--- config.mk ---
export PLATFORM = sky130hd
export DESIGN_NAME = chtab_fifo
export DESIGN_NICKNAME = d
export VERILOG_FILES = /design/src/chtab_pkg.sv /design/src/chtab_fifo.sv
export SDC_FILE = /design/constraint.sdc
export NUM_CORES = 1
export LEC_CHECK = 0
export BUFFER_PORTS_ARGS = -buffer_cell sky130_fd_sc_hd__buf_2
export CELL_PAD_IN_SITES_DETAIL_PLACEMENT = 1
export CELL_PAD_IN_SITES_GLOBAL_PLACEMENT = 1
export CORE_ASPECT_RATIO = 1.1
export CORE_MARGIN = 3
export CORE_UTILIZATION = 47
export CTS_CLUSTER_DIAMETER = 100
export CTS_CLUSTER_SIZE = 16
export DETAILED_ROUTE_END_ITERATION = 10
export PLACE_DENSITY = 0.9
export SETUP_SLACK_MARGIN = 0.5
export SLEW_MARGIN = 20
export SYNTH_ARGS = -nofsm -noshare
export SYNTH_HDL_FRONTEND = slang
export SYNTH_SLANG_ARGS = --single-unit
--- constraint.sdc ---
create_clock -name clk -period 6.5 [get_ports clk]
set_input_delay 0.65 -clock clk [delete_from_list [all_inputs] [get_ports clk]]
set_output_delay 0.65 -clock clk [all_outputs]
set_load 0.05 [all_outputs]
--- src/chtab_pkg.sv ---
// chtab_pkg: shared types, constants and codes of the chained hash table
// used by every module of the block but chtab_ram; depends on nothing
`default_nettype none
package chtab_pkg;

  localparam int CAPACITY = 256;
  localparam int IDX_W    = $clog2(CAPACITY);
  localparam int PTR_W    = IDX_W + 1;
  localparam int TS_W     = 9;
  localparam int DATA_W   = 32;
  localparam int Q_DEPTH  = 2;
  localparam int QPTR_W   = $clog2(Q_DEPTH);

  localparam logic [PTR_W-1:0] NIL = PTR_W'(CAPACITY);

  localparam logic [DATA_W-1:0] FMIX_C1 = 32'h85eb_ca6b;
  localparam logic [DATA_W-1:0] FMIX_C2 = 32'hc2b2_ae35;

  typedef logic [1:0] opcode_t;
  localparam opcode_t OP_FIND   = 2'd0;
  localparam opcode_t OP_ADD    = 2'd1;
  localparam opcode_t OP_DELETE = 2'd2;
  localparam opcode_t OP_CLEAR  = 2'd3;

  typedef logic [1:0] status_t;
  localparam status_t ST_OK     = 2'd0;
  localparam status_t ST_FULL   = 2'd1;
  localparam status_t ST_ABSENT = 2'd2;

  localparam logic CFG_TABLE_SIZE = 1'b0;
  localparam logic CFG_NOT_FOUND  = 1'b1;

  typedef struct packed {
    opcode_t            op;
    logic [DATA_W-1:0]  key;
    logic [DATA_W-1:0]  value;
    logic [IDX_W-1:0]   bucket;
  } req_t;

endpackage
`default_nettype wire

--- src/chtab_fifo.sv ---
// chtab_fifo: short request queue between the hashing front and the table back
// depends on chtab_pkg
`default_nettype none
module chtab_fifo (
  input  wire logic           clk,
  input  wire logic           rst_n,
  input  wire logic           push,
  input  wire chtab_pkg::req_t push_data,
  output logic                full,
  input  wire logic           pop,
  output logic                empty,
  output chtab_pkg::req_t     head
);
  import chtab_pkg::*;

  req_t              ent_r [Q_DEPTH];
  logic [QPTR_W-1:0] wp_r, wp_nxt, rp_r, rp_nxt;
  logic [QPTR_W:0]   cnt_r, cnt_nxt;
  logic              do_push, do_pop;

  assign full    = (cnt_r == (QPTR_W+1)'(Q_DEPTH));
  assign empty   = (cnt_r == '0);
  assign head    = ent_r[rp_r];
  assign do_push = push && !full;
  assign do_pop  = pop && !empty;

  always_comb begin
    wp_nxt  = wp_r;
    rp_nxt  = rp_r;
    cnt_nxt = cnt_r;
    if (do_push) begin
      wp_nxt = (wp_r == QPTR_W'(Q_DEPTH - 1)) ? '0 : wp_r + 1'b1;
    end
    if (do_pop) begin
      rp_nxt = (rp_r == QPTR_W'(Q_DEPTH - 1)) ? '0 : rp_r + 1'b1;
    end
    if (do_push && !do_pop) begin
      cnt_nxt = cnt_r + 1'b1;
    end else if (do_pop && !do_push) begin
      cnt_nxt = cnt_r - 1'b1;
    end
  end

  always_ff @(posedge clk) begin
    if (!rst_n) begin
      wp_r  <= '0;
      rp_r  <= '0;
      cnt_r <= '0;
    end else begin
      wp_r  <= wp_nxt;
      rp_r  <= rp_nxt;
      cnt_r <= cnt_nxt;
    end
    if (do_push) begin
      ent_r[wp_r] <= push_data;
    end
  end

endmodule
`default_nettype wire

==> run_results.csv <==
group,metric,value,unit
outcome,outcome,"complete, no violations",
route,wire_per_inst,19.2,µm
clock_tree,post_cts_buffers,0,
timing,rsz0062_at_grt,"no",
placement,place.detailed.hpwl,7470,µm
timing,finalSetupViolations,0,
timing,worst_pin_slew,1.05,ns
timing,maxSlewHeadroom,30.3,%
worst_setup_path,critPathMaxFanout,74,
global_routing,grt_use_total,17.6,%
hold_path,hold_class,"primary input to flop",
logic_synthesis,ys_async_sr_fraction,0,%
global_routing,grt.overflow.total,0,
worst_setup_path,start_kind,"flop",
logic_synthesis,synth-seq-cells,153,
cells_and_area,fillers,1081,
global_routing,grt_max_degree,75,
logic_synthesis,yosysUniqueCellTypes,21,
cells_and_area,drive_gt1_share,60.5,%
logic_synthesis,syn_nets,334,
floorplanning,initial_core_util,48.2,%
clock_tree,clk_pin_slew_worst_paths,0.06,ns
logic_synthesis,synth_edf_count,148,
global_routing,antenna_found_initial,1,
timing,drv_slew,0,
logic_synthesis,synthTopCellsByArea,"edfxtp_1 (80%), mux2_2 (15%), dfxtp_1 (1.8%), buf_4 (0.81%), and2_1 (0.34%)",
logic_synthesis,synth_top_area_cell,"edfxtp_1",
cells_and_area,post-route-util,61.1,%
floorplanning,dieArea,13200,µm²
cells_and_area,syn_to_final_growth,26.8,%
logic_synthesis,synth_warnings,0,
clock_tree,cts_buffer_depth,2,
clock_tree,ctsResizeCount,0,
flow_run,drv_cap,0,
logic_synthesis,synth.avg_cell_area,21.8,µm²
worst_setup_path,cp.required,5.85,ns
timing,skew,0.0151,ns
worst_setup_path,arrival,2.12,ns
logic_synthesis,syn_inst,255,
worst_setup_path,criticalPathCategory,"flop to output port",
cells_and_area,nets,500,
worst_setup_path,reg2reg_slack,4.52,ns
worst_setup_path,r2r-start,"cnt_r[0]",
route,vias,2923,
worst_setup_path,worstRegToRegCells,2,
floorplanning,core,11500,µm²
logic_synthesis,synth_ff_type,"edfxtp_1",
global_routing,grt_pass1_wl,16900,µm
worst_setup_path,crit_end,"head[45]",
floorplanning,die_x,110,µm
pwr,power.leakage,0.00263,µW
route,drc,0,
timing,finalCritPeriodShare,42.7,%
timing,hold_viol,0,
timing,hold_ws,0.427,ns
route,wl,11200,µm
timing,period_needed,2.77,ns
floorplanning,fp-row-count,41,
global_routing,grt_pass1_vias,3265,
clock_tree,numCtsBuffers,17,
timing,timing.fmax,0.361,GHz
worst_setup_path,reg2reg_to,"ent_r[1][34]",
clock_tree,cts_max_level,4,
timing,fin_setup_tns,0,ns
route,avgViaCountPerCell,5.01,
logic_synthesis,syn-cell-area,5570,µm²
route,drt_iter0_markers,142,
floorplanning,io_pins,154,
cells_and_area,stdcell_count,584,
clock_tree,cts_hold_buf,0,
worst_setup_path,end_kind,"output port",
clock_tree,cts_sinks,153,
placement,dp_cells,552,
clock_tree,cts_root_buffer,"clkbuf_16",
logic_synthesis,synth_most_common_cell,"edfxtp_1",
hold_path,hold_path_depth,1,
pwr,p_per_area,474,nW/µm²
clock_tree,tritoncts,"built",
route,drt_pre_antenna_iters,6,
floorplanning,dieHeight,120,µm
placement,place_congestion,0.701,
route,drtAntennaViolNets,0,
logic_synthesis,yosysSeqAreaShare,81.6,%
placement,io_buffers,153,
logic_synthesis,ys_top_cells_by_count,"edfxtp_1 (148), mux2_2 (74), buf_4 (6)",
logic_synthesis,synth_top_cell_area_share,79.8,%
clock_tree,clk_latency,0.41,ns
pwr,peakVddDrop,0.228,mV
[where the power goes]
group	internal, µW	switching, µW	total (µW)
combinational	305	776	1080
sequential	1240	99.2	1340
clock	559	364	922
[worst max-delay path, stage by stage (launching register included)]
cell and delay [ns]:
dfxtp_4 0.99, mux2_2 0.45, buf_2 0.22
[worst min-delay path by stage]
stage                              from      endpoint  slack [ns]
after detailed placement       cnt_r[1]      cnt_r[1]        0.55
after floorplan                cnt_r[1]      cnt_r[1]        0.48
after global placement         cnt_r[1]      cnt_r[1]        0.50
after global routing      push_data[30]  ent_r[1][30]        0.41
after CTS                 push_data[15]  ent_r[1][15]        0.41
final                     push_data[57]  ent_r[0][57]        0.43
[per-stage QoR]
stage / total power (µW) / cell area (µm²) / setup WS, ns
6_report: 3340 / 7060 / 3.73
5_1_grt: 3480 / 7060 / 3.64
4_1_cts: 3380 / 7060 / 3.69
3_5_place_dp: 2460 / 6490 / 4.14
3_3_place_gp: 2420 / 6490 / 4.15
2_1_floorplan: 2210 / 5570 / 2.39
[cell usage in the layout (no fill, tap or decap)]
cell type,n
clkinv_2,4
a21boi_0,1
o21ai_0,1
inv_1,1
and3_4,1
clkinvlp_4,4
clkbuf_1,1
xor2_1,1
clkbuf_16,17
buf_4,2
or3_1,1
ha_1,1
nand2b_1,1
dfxtp_4,1
edfxtp_1,148
nor2_1,2
diode_2,1
bufinv_16,2
clkinv_1,1
o21a_1,1
inv_2,1
a21boi_1,1
xnor2_1,2
o21ai_1,1
nor3_4,1
buf_2,153
dfxtp_1,4
and2_1,3
clkinv_4,2
mux2_2,74
[per-layer routing]
metal  global-route usage [%]  vias to the layer above  wire [µm]
li1                         -                     1350          -
met1                     18.7                     1440       4060
met2                     31.6                      113       6230
met3                     5.16                       20        658
met4                     8.26                        0        271
met5                        0                        -          0
[layout make-up]
type	count	area, µm²	share of cell area, %
Sequential cell	153	4550	64.4
Multi-Input combinational cell	92	971	13.8
Timing Repair Buffer	155	781	11.1
Clock buffer	18	429	6.08
Tap cell	150	188	2.66
Clock inverter	13	131	1.86
Inverter	2	7.51	0.106
Antenna cell	1	2.50	0.0355
[registers in the layout (all words and copies together) (netlist names), named ones only]
name   count
wp_r       1
rp_r       1
ent_r    148
cnt_r      2
[cell families after synthesis]
kind of cell,after synthesis,synth area share (%)
mux,74,15.0
xor+xnor,3,0.472
flops,153,81.6
compound gates,5,0.584
buf+inv,10,1.12
simple gates,9,0.989
fa+ha+maj,1,0.225
Power figures use the tool's default switching activity.
