$ cat config.mk
export PLATFORM = sky130hd
export DESIGN_NAME = chtab_front
export DESIGN_NICKNAME = d
export VERILOG_FILES = /design/src/chtab_pkg.sv /design/src/chtab_front.sv
export SDC_FILE = /design/constraint.sdc
export NUM_CORES = 1
export LEC_CHECK = 0
export BUFFER_PORTS_ARGS = -buffer_cell sky130_fd_sc_hd__buf_2
export CORE_ASPECT_RATIO = 0.6
export CORE_MARGIN = 3
export CORE_UTILIZATION = 44
export DETAILED_ROUTE_END_ITERATION = 10
export GPL_ROUTABILITY_DRIVEN = 0
export MAX_ROUTING_LAYER = met4
export PLACE_DENSITY = 0.71
export SLEW_MARGIN = 20
export SYNTH_ARGS = -nofsm -noshare
export SYNTH_HDL_FRONTEND = slang
export SYNTH_SLANG_ARGS = --single-unit
$ cat constraint.sdc
create_clock -name clk -period 7.95 [get_ports clk]
set_input_delay 0.3975 -clock clk [delete_from_list [all_inputs] [get_ports clk]]
set_output_delay 0.3975 -clock clk [all_outputs]
set_load 0.05 [all_outputs]
$ cat src/chtab_pkg.sv
// chtab_pkg: shared types, constants and codes of the chained hash table
// used by every module of the block but chtab_ram; depends on nothing
`default_nettype none
package chtab_pkg;

  localparam int CAPACITY = 256;
  localparam int IDX_W    = $clog2(CAPACITY);
  localparam int PTR_W    = IDX_W + 1;
  localparam int TS_W     = 9;
  localparam int DATA_W   = 32;
  localparam int Q_DEPTH  = 2;
  localparam int QPTR_W   = $clog2(Q_DEPTH);

  localparam logic [PTR_W-1:0] NIL = PTR_W'(CAPACITY);

  localparam logic [DATA_W-1:0] FMIX_C1 = 32'h85eb_ca6b;
  localparam logic [DATA_W-1:0] FMIX_C2 = 32'hc2b2_ae35;

  typedef logic [1:0] opcode_t;
  localparam opcode_t OP_FIND   = 2'd0;
  localparam opcode_t OP_ADD    = 2'd1;
  localparam opcode_t OP_DELETE = 2'd2;
  localparam opcode_t OP_CLEAR  = 2'd3;

  typedef logic [1:0] status_t;
  localparam status_t ST_OK     = 2'd0;
  localparam status_t ST_FULL   = 2'd1;
  localparam status_t ST_ABSENT = 2'd2;

  localparam logic CFG_TABLE_SIZE = 1'b0;
  localparam logic CFG_NOT_FOUND  = 1'b1;

  typedef struct packed {
    opcode_t            op;
    logic [DATA_W-1:0]  key;
    logic [DATA_W-1:0]  value;
    logic [IDX_W-1:0]   bucket;
  } req_t;

endpackage
`default_nettype wire

$ cat src/chtab_front.sv
// chtab_front: takes requests, runs the fmix32 hash and the bucket modulo
// depends on chtab_pkg; feeds chtab_fifo
`default_nettype none
module chtab_front (
  input  wire logic                       clk,
  input  wire logic                       rst_n,
  input  wire logic                       start,
  output logic                            busy,
  input  wire chtab_pkg::opcode_t         in_opcode,
  input  wire logic [chtab_pkg::DATA_W-1:0] in_key,
  input  wire logic [chtab_pkg::DATA_W-1:0] in_value,
  input  wire logic [chtab_pkg::PTR_W-1:0]  table_size,
  output logic                            push,
  output chtab_pkg::req_t                 push_data,
  input  wire logic                       q_full
);
  import chtab_pkg::*;

  localparam int DIV_ITER = DATA_W / 2;
  localparam int CNT_W    = $clog2(DIV_ITER);

  localparam logic [2:0] F_IDLE = 3'd0;
  localparam logic [2:0] F_MUL1 = 3'd1;
  localparam logic [2:0] F_MUL2 = 3'd2;
  localparam logic [2:0] F_MIX  = 3'd3;
  localparam logic [2:0] F_DIV  = 3'd4;
  localparam logic [2:0] F_PUSH = 3'd5;

  logic [2:0]        fst_r, fst_nxt;
  opcode_t           op_r, op_nxt;
  logic [DATA_W-1:0] key_r, key_nxt, val_r, val_nxt, h_r, h_nxt;
  logic [PTR_W-1:0]  rem_r, rem_nxt, rem_mid;
  logic [CNT_W-1:0]  cnt_r, cnt_nxt;
  logic [DATA_W-1:0] mix13;

  // one restoring step of the remainder, remainder stays below the divisor
  function automatic logic [PTR_W-1:0] div_step(input logic [PTR_W-1:0] r,
                                                input logic b,
                                                input logic [PTR_W-1:0] d);
    logic [PTR_W:0] t;
    t = {r, b};
    if (t >= {1'b0, d}) begin
      t = t - {1'b0, d};
    end
    return t[PTR_W-1:0];
  endfunction

  assign busy  = (fst_r != F_IDLE);
  assign mix13 = h_r ^ (h_r >> 13);
  assign rem_mid = div_step(rem_r, h_r[DATA_W-1], table_size);

  always_comb begin
    fst_nxt = fst_r;
    op_nxt  = op_r;
    key_nxt = key_r;
    val_nxt = val_r;
    h_nxt   = h_r;
    rem_nxt = rem_r;
    cnt_nxt = cnt_r;
    push    = 1'b0;
    unique case (fst_r)
      F_IDLE: begin
        if (start) begin
          op_nxt  = in_opcode;
          key_nxt = in_key;
          val_nxt = in_value;
          h_nxt   = in_key ^ (in_key >> 16);
          rem_nxt = '0;
          fst_nxt = (in_opcode == OP_CLEAR) ? F_PUSH : F_MUL1;
        end
      end
      F_MUL1: begin
        h_nxt   = h_r * FMIX_C1;
        fst_nxt = F_MUL2;
      end
      F_MUL2: begin
        h_nxt   = mix13 * FMIX_C2;
        fst_nxt = F_MIX;
      end
      F_MIX: begin
        h_nxt   = h_r ^ (h_r >> 16);
        rem_nxt = '0;
        cnt_nxt = '0;
        fst_nxt = F_DIV;
      end
      F_DIV: begin
        // two dividend bits per cycle, msb first
        rem_nxt = div_step(rem_mid, h_r[DATA_W-2], table_size);
        h_nxt   = h_r << 2;
        cnt_nxt = cnt_r + 1'b1;
        if (cnt_r == CNT_W'(DIV_ITER - 1)) begin
          fst_nxt = F_PUSH;
        end
      end
      F_PUSH: begin
        if (!q_full) begin
          push    = 1'b1;
          fst_nxt = F_IDLE;
        end
      end
      default: fst_nxt = F_IDLE;
    endcase
  end

  assign push_data.op     = op_r;
  assign push_data.key    = key_r;
  assign push_data.value  = val_r;
  assign push_data.bucket = rem_r[IDX_W-1:0];

  always_ff @(posedge clk) begin
    if (!rst_n) begin
      fst_r <= F_IDLE;
      cnt_r <= '0;
    end else begin
      fst_r <= fst_nxt;
      cnt_r <= cnt_nxt;
    end
    op_r  <= op_nxt;
    key_r <= key_nxt;
    val_r <= val_nxt;
    h_r   <= h_nxt;
    rem_r <= rem_nxt;
  end

endmodule
`default_nettype wire

==> flow_metrics.py, run 1 <==
metrics = {
    "run_status": {
        "status": "finished clean",
    },
    "critical_path": {
        "critical_path_class": "flip-flop to flip-flop",
        "cpMaxStageDelayCell": "o31ai_1",
        "crit_arrival_ps": 7980,
        "crit_fanout": 5,
        "max_stage_delay_ps": 600,
        "critPathLaunchType": "flip-flop",
        "path_cells": "xnor2_1 > inv_1 > ha_1 > inv_1 > fa_1 > fa_1 > inv_1 > fa_1 > fa_1 > fa_1 > fa_1 > inv_1 > fa_1 > inv_1 > ha_1 > a211o_1 > nor2_1 > o211ai_1 > buf_4 > nand4_1 > nand2_1 > o31ai_1",
        "required_ps": 8090,
        "timing.critical_path.mode_cell": "fa_1",
        "worstSetupStartpoint": "h_r[11]",
        "rr_startpoint": "h_r[11]",
        "worst_setup_path_end_kind": "flip-flop",
    },
    "route": {
        "wirelength_mm": 78.4,
        "drt-initial-drc-count": 2542,
        "viasPerCell": 5.64,
        "drt.antenna.violating_nets": 0,
        "vias": 18056,
        "drt-pass1-iter-count": 9,
        "drc": 0,
        "wire_per_inst_um": 24.5,
    },
    "die": {
        "start_util_pct": 45.2,
        "die_h_um": 185,
        "io_pins": 155,
        "core_sq_um": 51700,
        "die_width_um": 304,
        "dieArea_sq_um": 56100,
        "core.rowCount": 64,
    },
    "cts": {
        "ctsHtreeMaxLevel": 4,
        "cts_root_buf": "clkbuf_16",
        "clkSinkCount": 114,
        "cts_tree": "built",
        "cts_buffers": 17,
        "clk_pin_slew_worst_paths_ps": 60,
        "clockBufferDepth": 2,
        "hold_buffers": 0,
        "clkLatencyLatePin_ps": 430,
    },
    "timing": {
        "drv_slew": 0,
        "worst_pin_slew_ps": 985,
        "period_share_pct": 98.7,
        "hold_viol_final": 0,
        "rsz0062_at_grt": "no",
        "finalSetupViolations": 0,
        "fmax_mhz": 127,
        "slew_headroom_pct": 34.2,
        "final.min_clock_period_ps": 7840,
        "skew_ps": 14.9,
        "tns_ps": 0,
        "fin_ws_ps": 105,
    },
    "global_route": {
        "grt_pass1_vias": 18796,
        "antenna_found_initial": 1,
        "grt_first_pass_wirelength_mm": 117,
        "grt_max_degree": 67,
        "track_usage_pct": 29.1,
        "grt-ovfl-total": 0,
    },
    "final_layout": {
        "mostFrequentLayoutCells": "655 x inv_1, 393 x fa_1, 370 x ha_1",
        "layout-area-overhead-vs-synth_pct": 10.1,
        "fin_nets": 3333,
        "instances_no_fill": 3199,
        "drive_above_1_share_pct": 10.3,
        "final_common_cell": "inv_1",
        "final_core_util_pct": 49.8,
    },
    "yosys": {
        "syn_nets": 3155,
        "yosysTopAreaCell": "fa_1",
        "yosysUniqueCellTypes": 69,
        "syn-cell-area_sq_um": 23400,
        "synth_edf_count": 107,
        "synth_seq_cells": 114,
        "synth_top_area_share_pct": 33.6,
        "synthArstFlopShare_pct": 0,
        "ys_seq_area_share_pct": 14.3,
        "syn-instance-count": 2313,
        "synth.avg_cell_area_sq_um": 10.1,
        "yosys-top-cells-area": "fa_1 34%, ha_1 20%, edfxtp_1 14%",
        "ys.flop_type": "edfxtp_1",
        "yosysWarnings": 0,
    },
    "job": {
        "max_cap_viol_count": 0,
    },
    "place": {
        "hpwl_mm": 69.2,
        "dp_cells": 3164,
        "pre_cts_slack_ps": 354,
        "io_buffer_count": 154,
    },
    "min_path": {
        "min_path_type": "input port to flip-flop",
        "min_from": "in_value[30]",
    },
}
flip-flops by register name (all words and copies together) (netlist names):
signal	cells
key_r	32
fst_r	3
val_r	32
op_r	2
cnt_r	4
rem_r	9
h_r	32
area by class of cell:
class,count,area (sq um)
antenna,2,5.00
tap,693,867
timing repair buffer,204,1150
fill,4690,26000
sequential,114,3350
inverter,655,2460
clock buffer,19,433
clock inverter,13,88.8
multi-input combinational,1499,17400
metrics by stage:
stage	area, sq um	hold slack [ps]
6_report	25800	140
5_1_grt	25700	135
4_1_cts	25700	128
3_5_place_dp	25200	552
3_3_place_gp	25200	537
2_1_floorplan	23400	496
cells by family after synthesis:
kind of cell,share of synthesized area (%)
compound gates,8.43
xor+xnor,6.89
fa+ha+maj,53.4
buf+inv,11.4
flops,14.3
mux,0.572
simple gates,4.97
timing repair:
item | CTS | global route
gates resized for setup | 0 | 2
setup buffers | 0 | 1
endpoints found under the setup margin | 0 | 4
worst max-delay path: cells and delay by family, from the launching register on:
family / cells / cell delay, ps
fa+ha+maj: 9 / 4280
compound gates: 3 / 1070
buf+inv: 6 / 720
simple gates: 3 / 530
flops: 1 / 460
xor+xnor: 1 / 450
Yosys cell counts, types with 5 or more instances:
| master | instances |
|---|---|
| inv_1 | 655 |
| fa_1 | 393 |
| ha_1 | 370 |
| xnor2_1 | 131 |
| edfxtp_1 | 107 |
| a21oi_1 | 83 |
| nand2_1 | 70 |
| nor2_1 | 66 |
| o21ai_0 | 56 |
| xor2_1 | 53 |
| clkbuf_1 | 31 |
| a21o_1 | 28 |
| nor2b_1 | 26 |
| nand3_1 | 15 |
| nand2b_1 | 12 |
| o22ai_1 | 11 |
| a31oi_1 | 10 |
| and2_1 | 10 |
| mux2i_1 | 10 |
| a221oi_1 | 9 |
| nand4_1 | 9 |
| o21a_1 | 9 |
| o21bai_1 | 9 |
| o221ai_1 | 9 |
| a211oi_1 | 8 |
| buf_4 | 8 |
| o211ai_1 | 8 |
| o31ai_1 | 8 |
| dfxtp_1 | 7 |
| nor3_1 | 7 |
| a22oi_1 | 6 |
| a21boi_0 | 5 |
| and3_1 | 5 |
| o21ai_1 | 5 |
layer usage:
metal	track usage, %	share of wire, %
met1	40.6	43
met2	35.9	36
met3	17.5	20
met4	4.22	1.6
met5	-	0
final timing paths:
path | slack (ps) | end | depth (start not counted)
min reg2reg | 560 | cnt_r[0] | 2
min | 140 | val_r[30] | 1
max | 110 | h_r[27] | 22
max reg2reg | 110 | h_r[27] | 22
Power of run 1 is not shown: default switching activity piles up to over one toggle a cycle in this logic, so the estimate is an artifact.
==> run 2, diff against run 1 <==
- CAP_MARGIN: not set -> 20
- REMOVE_ABC_BUFFERS: not set -> 1
==> flow_metrics.py, run 2 (synthesis gave the netlist of run 1 again) <==
metrics = {
    "run_status": {
        "status": "finished clean",
    },
    "route": {
        "wire_per_inst_um": 24.4,
        "drt.antenna.violating_nets": 0,
        "vias": 18134,
        "wl_met1_mm": 33.8,
        "wirelength_mm": 78.2,
        "drt-pass1-iter-count": 9,
        "drt-initial-drc-count": 2527,
        "drc": 0,
        "viasPerCell": 5.66,
        "top_layer": "met4",
        "routed-wl-met2_mm": 29.0,
        "met3_length_mm": 14.1,
    },
    "global_route": {
        "grt-ovfl-total": 0,
        "grt_max_degree": 67,
        "antenna_found_initial": 2,
        "grt_first_pass_wirelength_mm": 117,
        "track_usage_pct": 29.3,
        "grt_pass1_vias": 18750,
    },
    "cts": {
        "clk_pin_slew_worst_paths_ps": 70,
        "clkLatencyLatePin_ps": 460,
        "cts_buffers": 17,
        "clockBufferDepth": 2,
        "ctsHtreeMaxLevel": 4,
        "cts_root_buf": "clkbuf_16",
        "hold_buffers": 0,
        "clkSinkCount": 114,
        "cts_tree": "built",
    },
    "die": {
        "start_util_pct": 45.2,
        "die_h_um": 185,
        "core.rowCount": 64,
        "dieArea_sq_um": 56100,
        "core_sq_um": 51700,
        "die_width_um": 304,
        "io_pins": 155,
    },
    "critical_path": {
        "crit_arrival_ps": 7890,
        "worstSetupEndpoint": "h_r[30]",
        "worstSetupStartpoint": "h_r[17]",
        "rr_startpoint": "h_r[17]",
        "critical_path_class": "flip-flop to flip-flop",
        "worst_setup_path_end_kind": "flip-flop",
        "critPathLaunchType": "flip-flop",
        "reg2reg_slack_ps": 250,
        "timing.critical_path.mode_cell": "fa_1",
        "required_ps": 8150,
        "reg2regPathDepth": 22,
        "max_stage_delay_ps": 690,
        "path_cells": "xor2_1 > ha_1 > ha_1 > inv_1 > fa_1 > fa_1 > inv_1 > fa_1 > fa_1 > fa_1 > inv_1 > fa_1 > inv_1 > ha_1 > nand2_1 > or3_1 > o211ai_2 > a2111oi_4 > nor3b_2 > o21a_1 > nor4_2 > a211o_1",
        "crit_fanout": 6,
        "cpMaxStageDelayCell": "xor2_1",
        "r2r-end": "h_r[30]",
    },
    "timing": {
        "rsz0062_at_grt": "no",
        "final.min_clock_period_ps": 7700,
        "finalSetupViolations": 0,
        "fmax_mhz": 130,
        "tns_ps": 0,
        "skew_ps": 19.9,
        "period_share_pct": 96.8,
        "worst_pin_slew_ps": 1060,
        "drv_slew": 0,
        "slew_headroom_pct": 29.5,
        "holdWs_ps": 120,
        "hold_viol_final": 0,
    },
    "place": {
        "io_buffer_count": 154,
        "dp_cells": 3169,
        "hpwl_mm": 68.8,
    },
    "final_layout": {
        "drive_above_1_share_pct": 10.7,
        "layout.area.seq_sq_um": 3350,
        "top_regs": "h_r (32), key_r (32), val_r (32)",
        "final_common_cell": "inv_1",
        "fin_nets": 3338,
        "layout-area-overhead-vs-synth_pct": 10.5,
        "multi_input_area_sq_um": 17400,
        "n_fill_cell": 4740,
        "instances_no_fill": 3206,
        "mostFrequentLayoutCells": "655 x inv_1, 393 x fa_1, 370 x ha_1",
    },
    "min_path": {
        "min_from": "in_value[7]",
        "min_path_type": "input port to flip-flop",
    },
    "job": {
        "max_cap_viol_count": 0,
    },
}
## run 2: through the flow
stage / area, sq um / setup slack, ps / utilization, %
global route: 25800 / 22.5 / 49.9
CTS: 25800 / 339 / 49.8
finish: 25800 / 255 / 50.0
detailed placement: 25200 / 401 / 48.8
floorplan: 23200 / 724 / -
global placement: 25200 / 487 / 48.8
## run 2: how the worst min path moves through the flow
stage / end / slack [ps] / cells past startpoint
final: val_r[7] / 120 / 1
after detailed placement: cnt_r[0] / 560 / 2
after global placement: cnt_r[0] / 540 / 2
after CTS: val_r[7] / 100 / 1
after global routing: val_r[9] / 100 / 1
after floorplan: key_r[0] / 500 / 0
## run 2: timing repair
item	4_1_cts	5_1_grt
gates resized for setup	0	6
setup endpoints to repair	0	4
setup buffers	0	1
## run 2: layer usage
metal  track usage [%]  vias to the layer above
met5                 -                        -
met4              5.22                        0
met3              15.1                      129
met2              36.8                     1324
met1              41.5                     9017
li1                  -                     7664
## run 2: final cells by class
| cell class | count | area share, % |
|---|---|---|
| diodes | 4 | 0.0387 |
| clock buffers | 20 | 1.77 |
| clock inverters | 12 | 0.329 |
| inverters | 655 | 9.51 |
| multi-input cells | 1499 | 67.4 |
| flip-flops and latches | 114 | 13.0 |
| well taps | 693 | 3.35 |
| repair buffers | 209 | 4.58 |
## run 2: critical path, delay by kind of cell, from the launching register on
family          cells  cell delay (ps)
compound gates      4             1050
xor+xnor            1              690
fa+ha+maj           9             4090
buf+inv             4              250
flops               1              460
simple gates        4              900
Power of run 2 is left out for the same reason.
